File: config.mk
export PLATFORM = sky130hd
export DESIGN_NAME = ghp_gen_unit
export DESIGN_NICKNAME = d
export VERILOG_FILES = /design/src/hw/rtl/ghp_pkg.sv /design/src/hw/rtl/ghp_gen_unit.sv
export SDC_FILE = /design/constraint.sdc
export NUM_CORES = 1
export LEC_CHECK = 0
export ABC_AREA = 1
export BUFFER_PORTS_ARGS = -buffer_cell sky130_fd_sc_hd__buf_2
export CORE_MARGIN = 2
export CORE_UTILIZATION = 42
export DETAILED_ROUTE_END_ITERATION = 8
export PLACE_DENSITY = 0.94
export SYNTH_ARGS = -nofsm -noshare
export SYNTH_HDL_FRONTEND = slang
export SYNTH_SLANG_ARGS = --single-unit
File: constraint.sdc
create_clock -name vclk -period 1.26
set_input_delay 0.252 -clock vclk [all_inputs]
set_output_delay 0.252 -clock vclk [all_outputs]
set_load 0.01 [all_outputs]
File: src/hw/rtl/ghp_pkg.sv
package ghp_pkg;

    localparam int FUNC_W   = 2;
    localparam int STATUS_W = 2;
    localparam int IDX_W    = 8;
    localparam int GEN_W    = 16;
    localparam int USED_W   = 9;

    localparam int DEF_SLOTS    = 256;
    localparam int DEF_GEN_BITS = 16;

    localparam logic [FUNC_W-1:0] FN_ALLOC  = 2'd0;
    localparam logic [FUNC_W-1:0] FN_FREE   = 2'd1;
    localparam logic [FUNC_W-1:0] FN_LOOKUP = 2'd2;

    localparam logic [STATUS_W-1:0] ST_OK    = 2'd0;
    localparam logic [STATUS_W-1:0] ST_FULL  = 2'd1;
    localparam logic [STATUS_W-1:0] ST_STALE = 2'd2;

endpackage

File: src/hw/rtl/ghp_gen_unit.sv
module ghp_gen_unit
    import ghp_pkg::*;
#(
    parameter int GEN_BITS = DEF_GEN_BITS
) (
    input  logic [GEN_BITS-1:0] i_gen_cur,
    input  logic [GEN_BITS-1:0] i_gen_ref,
    output logic [GEN_BITS-1:0] o_gen_next,
    output logic                o_match
);

    assign o_gen_next = i_gen_cur + GEN_BITS'(1);
    assign o_match    = (i_gen_cur == i_gen_ref);

endmodule

==> flow_summary_export.csv, run 1 <==
group,metric,value,unit
logic_synthesis,synth_top_family_by_area,"simple AND/OR/NAND/NOR gates",
logic_synthesis,syn_inst,109,
die,rows,13,
logic_synthesis,ys_seq_area_share,0,%
logic_synthesis,synth_fa_ha_area_share,2.079,%
die,die_height,41.86,um
die,num_io_pins,49,
placement,dpl.hpwl,1.602,mm
die,start_util,45.68,%
placement,globalplace.congestion,0.8491,
timing,worstEndpointType,"output port",
global_routing,grt_max_degree,6,
logic_synthesis,synthMuxAreaShare,0,%
global_routing,antenna_found_initial,0,
logic_synthesis,synth_cell_types,16,
placement,port_buffers,49,
logic_synthesis,synth-xor-area-share,32.02,%
logic_synthesis,synth_compound_area_share,0.8316,%
logic_synthesis,synthSimpleGateAreaFrac,54.47,%
logic_synthesis,syn_area,601.8,um2
logic_synthesis,syn-num-nets,142,
outcome,lastStage,"global routing",
outcome,tool.error,"[ERROR DPL-0033] detailed placement checks failed during check placement.",
logic_synthesis,syn_area_per_cell,5.521,um2
die,die_w,41.86,um
timing,postGrtWorstEndpoint,"o_gen_next[9]",
logic_synthesis,yosys_warnings,0,
outcome,status,"did not finish",
placement,dpl_worst_slack,-0.2057,ns
==> timing repair <==
action | CTS
pin swaps | 16
gates resized for setup | 43
setup buffers | 3
gates cloned | 0
endpoints found under the setup margin | 13
hold buffers | 0
==> cell usage after synthesis <==
master | count | area (um2)
xor2_1 | 7 | 61.31
nor2_4 | 2 | 22.52
o21ai_1 | 1 | 5.000
inv_1 | 17 | 63.81
nand3_1 | 3 | 15.01
ha_1 | 1 | 12.51
nor2_2 | 2 | 12.51
nand2b_4 | 1 | 13.76
nand2_2 | 3 | 18.77
nor3_1 | 1 | 5.000
nor2_1 | 10 | 37.54
nor3_4 | 1 | 16.27
nand4_1 | 2 | 12.51
nand2_1 | 41 | 153.9
xnor2_1 | 15 | 131.4
nand3_2 | 2 | 20.02
==> cell families after synthesis <==
logic type / Yosys count
xor gates and xnor gates: 22
and+or+nand+nor: 68
buffers and inverters: 17
AOI/OAI and AO/OA: 1
adders and majority gates: 1
==> metrics by stage <==
step	cells	hold slack, ns	area [um2]	TNS, ns	utilization [%]
after floorplan	109	0.5550	601.8	0	-
after global placement	185	0.7771	955.9	-1.180	72.55
after detailed placement	185	0.7902	955.9	-1.703	72.55
after CTS	188	0.7614	1126	-0.3668	85.47
==> run 2: changes to the inputs <==
--- a/config.mk
+++ b/config.mk
@@ -7,10 +7,10 @@
 export LEC_CHECK = 0
 export ABC_AREA = 1
 export BUFFER_PORTS_ARGS = -buffer_cell sky130_fd_sc_hd__buf_2
-export CORE_MARGIN = 2
-export CORE_UTILIZATION = 42
+export CORE_AREA = 2 2 63 65
 export DETAILED_ROUTE_END_ITERATION = 8
-export PLACE_DENSITY = 0.94
+export DIE_AREA = 0 0 65 67
+export PLACE_DENSITY_LB_ADDON = 0.15
 export SYNTH_ARGS = -nofsm -noshare
 export SYNTH_HDL_FRONTEND = slang
 export SYNTH_SLANG_ARGS = --single-unit
==> run 2 against run 1 <==
Compared with the run above: the flow now finishes, with violations (setup timing); synthesized cell count is the same; synthesized area unchanged.
==> flow_summary_export.csv, run 2 <==
group,metric,value,unit
placement,port_buffers,49,
outcome,failed_checks,"setup timing",
cells_and_area,diodes,0,
setup_path,critical_path_class,"input pin to primary output",
cells_and_area,final_common_cell,"buf_2",
timing,worst_pin_slew,0.2742,ns
logic_synthesis,synth_cell_types,16,
logic_synthesis,syn_area_per_cell,5.521,um2
global_routing,grt_first_pass_wirelength,3.325,mm
power_and_ir_drop,power.density,293.3,nW/um2
timing,rsz0062_at_grt,"yes",
outcome,status,"complete, but fails checks",
power_and_ir_drop,leakage,0.7010,nW
setup_path,cp_data_required_time,1.01,ns
die,dieArea,4355,um2
worst_hold_path,hold_path_class,"input pin to primary output",
die,die_w,65,um
cells_and_area,final_util,37.16,%
timing,setup_viol,11,
setup_path,worstSetupStartpointType,"input pin",
drt,vias_per_cell,3.860,
drt,wl_per_cell,8.930,um
cells_and_area,design_area,1340,um2
logic_synthesis,synth_top_area_share,25.57,%
power_and_ir_drop,ir_worst_vdd,0.1309,mV
global_routing,grt-ovfl-total,0,
cells_and_area,synthToLayoutAreaGrowth,122.7,%
cells_and_area,nFlopsAndLatches,0,
power_and_ir_drop,total_power,0.0003930,W
drt,first_pass_iters,4,
logic_synthesis,netlist_top_cells_area,"nand2_1 26%, xnor2_1 22%, inv_1 11%",
cells_and_area,fin_nets,216,
drt,drt_first_iter_violations,13,
drt,vias,884,
global_routing,antenna_found_initial,0,
timing,fmax,726.9,MHz
cells_and_area,final_cell_mix,"37 x buf_2, 33 x nand2_1, 20 x buf_4, 11 x inv_1, 11 x xnor2_1",
logic_synthesis,syn-num-nets,142,
logic_synthesis,syn_inst,109,
die,start_util,16.69,%
cells_and_area,regArea,0,um2
die,num_io_pins,49,
drt,drt-total-wl,2.045,mm
timing,period_share,109.2,%
die,design.core.area,3606,um2
global_routing,track_usage,9.275,%
cells_and_area,fillers,400,
setup_path,end_kind,"primary output",
timing,hold_viol_final,0,
logic_synthesis,yosys.area.top_type,"nand2_1",
die,rows,22,
timing,fin_ws,-0.1157,ns
timing,period_minus_slack,1.376,ns
logic_synthesis,yosys_warnings,0,
setup_path,cp.arrival,1.12,ns
job,cap_viol_max_count,0,
logic_synthesis,synth_common_cells,"41 x nand2_1, 17 x inv_1, 15 x xnor2_1",
global_routing,grt_pass1_vias,850,
timing,finalMaxSlewViolations,0,
placement,globalplace.congestion,0.6704,
die,die_height,67,um
placement,dpl.hpwl,1.709,mm
logic_synthesis,ys_seq_area_share,0,%
setup_path,crit_path_max_fanout,5,
cells_and_area,nClkBuffers,0,
logic_synthesis,synth_most_common_cell,"nand2_1",
cells_and_area,drive_above_1_share,61.33,%
timing,relSlewSlack,81.66,%
global_routing,grt_max_degree,6,
placement,place_area,1057,um2
clock_network,cts_hold_buf,0,
logic_synthesis,syn_area,601.8,um2
drt,drc,0,
drt,ant_nets,0,
[run 2: cell counts after synthesis]
No cell type changed its count.
[run 2: critical path, stage by stage]
cell	delay [ns]
buf_8	0.08
buf_4	0.11
nand3_4	0.08
nor2_4	0.20
nand2_1	0.09
xor2_1	0.15
buf_2	0.15
[run 2: logic make-up (layout without fill, tap and decap cells)]
kind of cell,after synthesis,after routing,share of synthesized area (%)
buffers and inverters,17,89,10.60
adder cells (fa/ha/maj),1,1,2.079
AO/OA/AOI/OAI,1,1,0.8308
AND/OR/NAND/NOR,68,68,54.47
XOR/XNOR,22,22,32.02
[run 2: power by group]
part	switching, W	internal (W)	leakage [nW]
registers	0	0	0
logic	0.000178	0.000215	0.701
clock network	0	0	0
total	0.000178	0.000215	0.701
[run 2: area by class of cell]
cell class / count / area, um2 / share of cell area, %
Multi-Input combinational cell: 92 / 681.9 / 50.89
Tap cell: 48 / 60.06 / 4.482
Inverter: 17 / 66.31 / 4.949
Timing Repair Buffer: 72 / 531.8 / 39.68
[run 2: per-layer routing]
layer | part of all wire, % | wire, um | track usage, % | vias to the layer above
li1 | - | - | - | 469
met1 | 37 | 751 | 11.02 | 380
met2 | 55 | 1116 | 18.69 | 35
met3 | 8.7 | 178 | 1.014 | 0
met4 | 0 | 0 | 0 | 0
met5 | 0 | 0 | 0 | -
[run 2: worst paths after layout]
path | from | end | slack (ns) | cells after the start
setup / recovery | i_gen_cur[1] | o_gen_next[9] | -0.12 | 7
hold / removal | i_gen_cur[5] | o_gen_next[5] | 0.80 | 3
[run 2: repair_timing]
action	4_1_cts	5_1_grt
setup buffers	2	1
pin swaps	20	23
endpoints found under the setup margin	14	13
gates resized for setup	51	22
[run 2: through the flow]
| stage | hold WS, ns | setup TNS, ns | setup slack [ns] | instances |
|---|---|---|---|---|
| after CTS | 0.8038 | -0.4311 | -0.08768 | 228 |
| final | 0.8017 | -0.5136 | -0.1157 | 229 |
| after global routing | 0.8204 | -1.447 | -0.1905 | 229 |
| after global placement | 0.8301 | -1.545 | -0.1875 | 226 |
| after detailed placement | 0.8398 | -1.751 | -0.2174 | 226 |
| after floorplan | 0.5550 | 0 | 0.01955 | 109 |
No activity file was read; power rests on OpenSTA's default activity.
