## config.mk

```make
export PLATFORM = sky130hd
export DESIGN_NAME = ghp_ram
export DESIGN_NICKNAME = d
export VERILOG_FILES = /design/src/hw/rtl/ghp_ram.sv
export SDC_FILE = /design/constraint.sdc
export NUM_CORES = 2
export LEC_CHECK = 0
export BUFFER_PORTS_ARGS = -buffer_cell sky130_fd_sc_hd__buf_2
export CORE_ASPECT_RATIO = 2
export CORE_MARGIN = 4
export CORE_UTILIZATION = 45
export DETAILED_ROUTE_END_ITERATION = 12
export GPL_TIMING_DRIVEN = 0
export PLACE_DENSITY_LB_ADDON = 0.12
export SLEW_MARGIN = 20
export SYNTH_ARGS = -nofsm -noshare
export SYNTH_HDL_FRONTEND = slang
export SYNTH_SLANG_ARGS = --single-unit
export TNS_END_PERCENT = 10
```

## constraint.sdc

```tcl
create_clock -name i_clk -period 2.8 [get_ports i_clk]
set_clock_uncertainty 0.1 [all_clocks]
set_input_delay 0.42 -clock i_clk [delete_from_list [all_inputs] [get_ports i_clk]]
set_output_delay 0.42 -clock i_clk [all_outputs]
set_load 0.02 [all_outputs]
```

## src/hw/rtl/ghp_ram.sv

```systemverilog
module ghp_ram #(
    parameter int WIDTH = 8,
    parameter int DEPTH = 256
) (
    input  logic                     i_clk,
    input  logic                     i_we,
    input  logic [$clog2(DEPTH)-1:0] i_waddr,
    input  logic [WIDTH-1:0]         i_wdata,
    input  logic                     i_re,
    input  logic [$clog2(DEPTH)-1:0] i_raddr,
    output logic [WIDTH-1:0]         o_rdata
);

    logic [WIDTH-1:0] r_mem [DEPTH];
    logic [WIDTH-1:0] r_rdata;

    always_ff @(posedge i_clk) begin
        if (i_we) begin
            r_mem[i_waddr] <= i_wdata;
        end
        if (i_re) begin
            r_rdata <= r_mem[i_raddr];
        end
    end

    assign o_rdata = r_rdata;

endmodule

```

After elaboration in Yosys (flattened, before gate mapping):

Memory sizes are Yosys's and may differ from the RTL's. A register that Yosys moved wholly into a read port is not among the register bits.
Cells that the tools add are included.

* output and inout port bits: 8
* memories kept: 1
* register bits: 0
* RAM bits: 2048
* word-level logic and storage cells: 3

* mux-type cells: 2

Memory list
* r_mem: words 256, bits a word 8, read ports 1, clocked after Yosys merged registers in 1, wr ports 1, line 14 `logic [WIDTH-1:0] r_mem [DEPTH];`

Operators with widths (count)
* two-way mux 1 bit: 2

Depth between registers and ports, before layout:

* depth after elaboration: 2
* mapped depth: 11
* gate-level depth less buffers: 6

Worst setup path before layout:

OpenSTA, ideal clock, no wires.

* kind: input to register
* start point: input port i_raddr[0]
* end point: register r_rdata[2] (netlist: o_rdata[2]), read port of r_mem, data pin
* setup slack: 0.204 ns
* stages: 9
* arrival: 2.227 ns
* data required time: 2.431 ns
* path through: buf_6 > buf_12 > buf_8 > buf_2 > mux4_2 > a22oi_1 > a21oi_1 > nor4_1 > nor4_2

RTL lines
* start, declared: line 10 `input logic [$clog2(DEPTH)-1:0] i_raddr,`
* end, declared: line 15 `logic [WIDTH-1:0] r_rdata;`

==> insert_results.sql <==
INSERT INTO impl_metrics (metric_group, metric, value, unit) VALUES
('global_routing', 'grt_first_pass_wirelength', '355000', 'um'),
('worst_setup_path', 'critPathRequiredTime', '3220', 'ps'),
('sta', 'finalWorstSetupSlack', '-160', 'ps'),
('global_routing', 'first_global_vias', '42000', ''),
('worst_setup_path', 'path_buf_inv', '4', ''),
('place', 'dpl.hpwl', '187000', 'um'),
('clock_tree', 'clock_path_buffers', '4', ''),
('run_status', 'failed_checks', 'setup timing', ''),
('place', 'placedInstanceArea', '83800', 'um^2'),
('logic_synthesis', 'syn_area_per_cell', '21.3', 'um^2'),
('sta', 'setup_viol_count_final', '259', ''),
('worst_setup_path', 'rr_worst_depth', '6', ''),
('worst_setup_path', 'timing.rr.start', 'r_mem[129][1]', ''),
('run_status', 'outcome', 'finished, violations left', ''),
('logic_synthesis', 'synth_cell_type_count', '54', ''),
('logic_synthesis', 'synth_common_cells', 'sky130_fd_sc_hd__edfxtp_1, sky130_fd_sc_hd__mux4_2, sky130_fd_sc_hd__nor2_1', ''),
('pwr', 'power.internal', '49.1', 'mW'),
('die', 'coreArea', '176000', 'um^2'),
('sta', 'max_slew_margin', '23.5', '%'),
('clock_tree', 'clock_insertion_delay_worst_skew', '830', 'ps'),
('cells_and_area', 'area_delta_synth_final', '14.4', '%'),
('clock_tree', 'cts_num_sinks', '2056', ''),
('detailed_routing', 'detail_route.first_pass.iterations', '5', ''),
('job', 'drv.max_cap_violation_count', '0', ''),
('detailed_routing', 'viasPerCell', '6.30', ''),
('die', 'die_width', '305', 'um'),
('hold_path', 'hold_path_startpoint', 'i_wdata[7]', ''),
('sta', 'grt_setup_unrepaired', 'yes', ''),
('die', 'boundaryPins', '35', ''),
('cells_and_area', 'finalNetCount', '4023', ''),
('logic_synthesis', 'post-synth-top-area-fraction', '77.5', '%'),
('clock_tree', 'clock-root-buffer', 'sky130_fd_sc_hd__clkbuf_16', ''),
('logic_synthesis', 'synth_top_cells_by_area', 'sky130_fd_sc_hd__edfxtp_1, sky130_fd_sc_hd__mux4_2, sky130_fd_sc_hd__mux2i_1, sky130_fd_sc_hd__nor2_1, sky130_fd_sc_hd__a22oi_1', ''),
('pwr', 'seq_power_share', '53.7', '%'),
('sta', 'final_max_slew_viol_count', '0', ''),
('sta', 'worst_pin_slew', '1140', 'ps'),
('worst_setup_path', 'cp.depth', '9', ''),
('logic_synthesis', 'ys_seq_area_share', '77.5', '%'),
('clock_tree', 'cts_buffers', '180', ''),
('pwr', 'total_power_after_layout', '63.2', 'mW'),
('cells_and_area', 'fin_cells', '6456', ''),
('worst_setup_path', 'worst_path_largest_cell_delay', '640', 'ps'),
('detailed_routing', 'route.detailed.wl_per_inst', '40.9', 'um'),
('worst_setup_path', 'critPathLaunchType', 'primary input', ''),
('clock_tree', 'clock_tree.htree_level_count', '4', ''),
('worst_setup_path', 'cp_top_family', 'buffers and inverters', ''),
('logic_synthesis', 'syn_nets', '3760', ''),
('pwr', 'clock_power_share', '39.8', '%'),
('pwr', 'power.static_leakage', '28.0', 'nW'),
('global_routing', 'largest_net_degree_at_the_start_of_global_routing', '128', ''),
('worst_setup_path', 'critical_path_cell_by_cell', 'buf_2, buf_6, buf_4, buf_4, mux4_2, a22oi_1, a21oi_1, nor4_4, nor4_4', ''),
('place', 'gpl.final_weighted_congestion', '0.955', ''),
('logic_synthesis', 'synthFlopType', 'sky130_fd_sc_hd__edfxtp_1', ''),
('die', 'num_rows', '218', ''),
('global_routing', 'grtUsageTotal', '28.5', '%'),
('global_routing', 'grt_overflow_total', '0', ''),
('worst_setup_path', 'critPathSlowestCell', 'sky130_fd_sc_hd__nor4_4', ''),
('hold_path', 'hold_path_class', 'primary input to flip-flop', ''),
('sta', 'min_period_over_period', '106', '%'),
('logic_synthesis', 'yosys.cell_count.top_type', 'sky130_fd_sc_hd__edfxtp_1', ''),
('logic_synthesis', 'flip_flop_and_latch_count_after_synthesis', '2056', ''),
('pwr', 'power_frac_comb', '6.5', '%'),
('logic_synthesis', 'synthesis.instances', '3733', ''),
('detailed_routing', 'drt_drc_violations_left', '0', ''),
('pwr', 'ir_worst_vdd', '0.000878', 'V'),
('pwr', 'netSwitchingPower', '14.2', 'mW'),
('worst_setup_path', 'path_class', 'primary input to flip-flop', ''),
('logic_synthesis', 'synth_warnings', '0', ''),
('clock_tree', 'clk_transition_reported_paths', '70', 'ps'),
('worst_setup_path', 'worstSetupStartpoint', 'i_raddr[1]', ''),
('cells_and_area', 'finalInstanceArea', '91100', 'um^2');
==> layout by cell type, fill, tap and decap left out, types with 8 or more instances in the layout <==
master                          instances
sky130_fd_sc_hd__a211oi_1              14
sky130_fd_sc_hd__a21oi_1               81
sky130_fd_sc_hd__a21oi_2               14
sky130_fd_sc_hd__a22o_1                 8
sky130_fd_sc_hd__a22oi_1              133
sky130_fd_sc_hd__buf_12                17
sky130_fd_sc_hd__buf_16                33
sky130_fd_sc_hd__buf_2                 34
sky130_fd_sc_hd__buf_4                 53
sky130_fd_sc_hd__buf_6                 34
sky130_fd_sc_hd__buf_8                 22
sky130_fd_sc_hd__bufinv_16             19
sky130_fd_sc_hd__clkbuf_1              64
sky130_fd_sc_hd__clkbuf_16            185
sky130_fd_sc_hd__clkbuf_2              52
sky130_fd_sc_hd__clkbuf_4              14
sky130_fd_sc_hd__clkinv_1              39
sky130_fd_sc_hd__clkinv_2              42
sky130_fd_sc_hd__clkinvlp_4             9
sky130_fd_sc_hd__diode_2                8
sky130_fd_sc_hd__dlygate4sd3_1          8
sky130_fd_sc_hd__edfxtp_1            2056
sky130_fd_sc_hd__mux2i_1              132
sky130_fd_sc_hd__mux4_2               454
sky130_fd_sc_hd__nand2_1               31
sky130_fd_sc_hd__nand2b_1               8
sky130_fd_sc_hd__nand3_1               34
sky130_fd_sc_hd__nand4_1               10
sky130_fd_sc_hd__nor2_1               212
sky130_fd_sc_hd__nor2_2                68
sky130_fd_sc_hd__nor2b_1               27
sky130_fd_sc_hd__nor3_4                10
sky130_fd_sc_hd__nor4_4                21
sky130_fd_sc_hd__o211ai_1              10
sky130_fd_sc_hd__o221ai_1              40
sky130_fd_sc_hd__o22ai_1               25
==> per-stage QoR <==
stage                     hold WS [ps]  util [%]  TNS [ps]  worst slack (ps)
after global routing              46.3      51.7     -3380             -61.6
after floorplan                    419         -         0               204
final                             35.7      51.7    -13810              -160
after global placement             665      46.9  -6440960             -3880
after CTS                         22.4      51.5     -8660              -205
after detailed placement           680      47.6  -1569150             -2490
==> cells by family after synthesis <==
family,Yosys count,synth area share (%)
buffers and inverters,235,1.83
AND/OR/NAND/NOR,466,2.63
flip-flops,2056,77.5
multiplexers,591,14.6
AO/OA/AOI/OAI,385,3.42
==> flip-flops by register name, indices dropped and copies added (netlist names) <==
signal / flops
r_mem: 2048
o_rdata: 8
==> metal layers <==
metal | vias to the layer above | GRT usage (%) | part of all wire [%]
met4 | 4 | 18.9 | 8.4
li1 | 16200 | - | -
met1 | 21900 | 30.6 | 32
met3 | 616 | 3.94 | 6.0
met2 | 1898 | 52.1 | 54
met5 | - | 0 | 0.010
==> what timing repair did <==
action | 4_1_cts | 5_1_grt
setup endpoints to repair | 782 | 537
pin swaps | 10 | 8
hold buffers | 8 | 0
resized for setup | 281 | 81
setup buffers | 1 | 7
hold endpoints to repair | 365 | 0
==> layout make-up <==
class,count,area (um^2)
Antenna cell,8,20.0
Buffer,232,1880
Clock buffer,210,4720
Clock inverter,114,1040
Fill cell,14100,85100
Inverter,2,8.76
Multi-Input combinational cell,1442,17500
Sequential cell,2056,61700
Tap cell,2310,2890
Timing Repair Buffer,82,1300
==> power by group through the flow <==
stage          clock [mW]  combinational (mW)  sequential [mW]
2_1_floorplan           0                1.65             34.6
4_1_cts              25.4                4.06             33.9
5_1_grt              26.6                4.18             33.9
3_5_place_dp            0                3.82             34.6
6_report             25.2                4.12             33.9
3_3_place_gp            0                3.64             34.7
==> final timing paths <==
| path | slack [ps] | end |
|---|---|---|
| setup / recovery | -160 | o_rdata[2] |
| hold / removal | 40 | r_mem[77][7] |
| setup reg to reg | 40 | o_rdata[1] |
| hold reg to reg | 1210 | o_rdata[4] |
==> worst register-to-register path, stage by stage, from the launching register on <==
cell and delay [ps]:
sky130_fd_sc_hd__edfxtp_1 360, sky130_fd_sc_hd__mux4_1 610, sky130_fd_sc_hd__mux4_2 510, sky130_fd_sc_hd__nor2_1 240, sky130_fd_sc_hd__a2111oi_2 120, sky130_fd_sc_hd__nor3_2 420
sky130_fd_sc_hd__nor4_4 150
(Power assumes the default switching activity.)
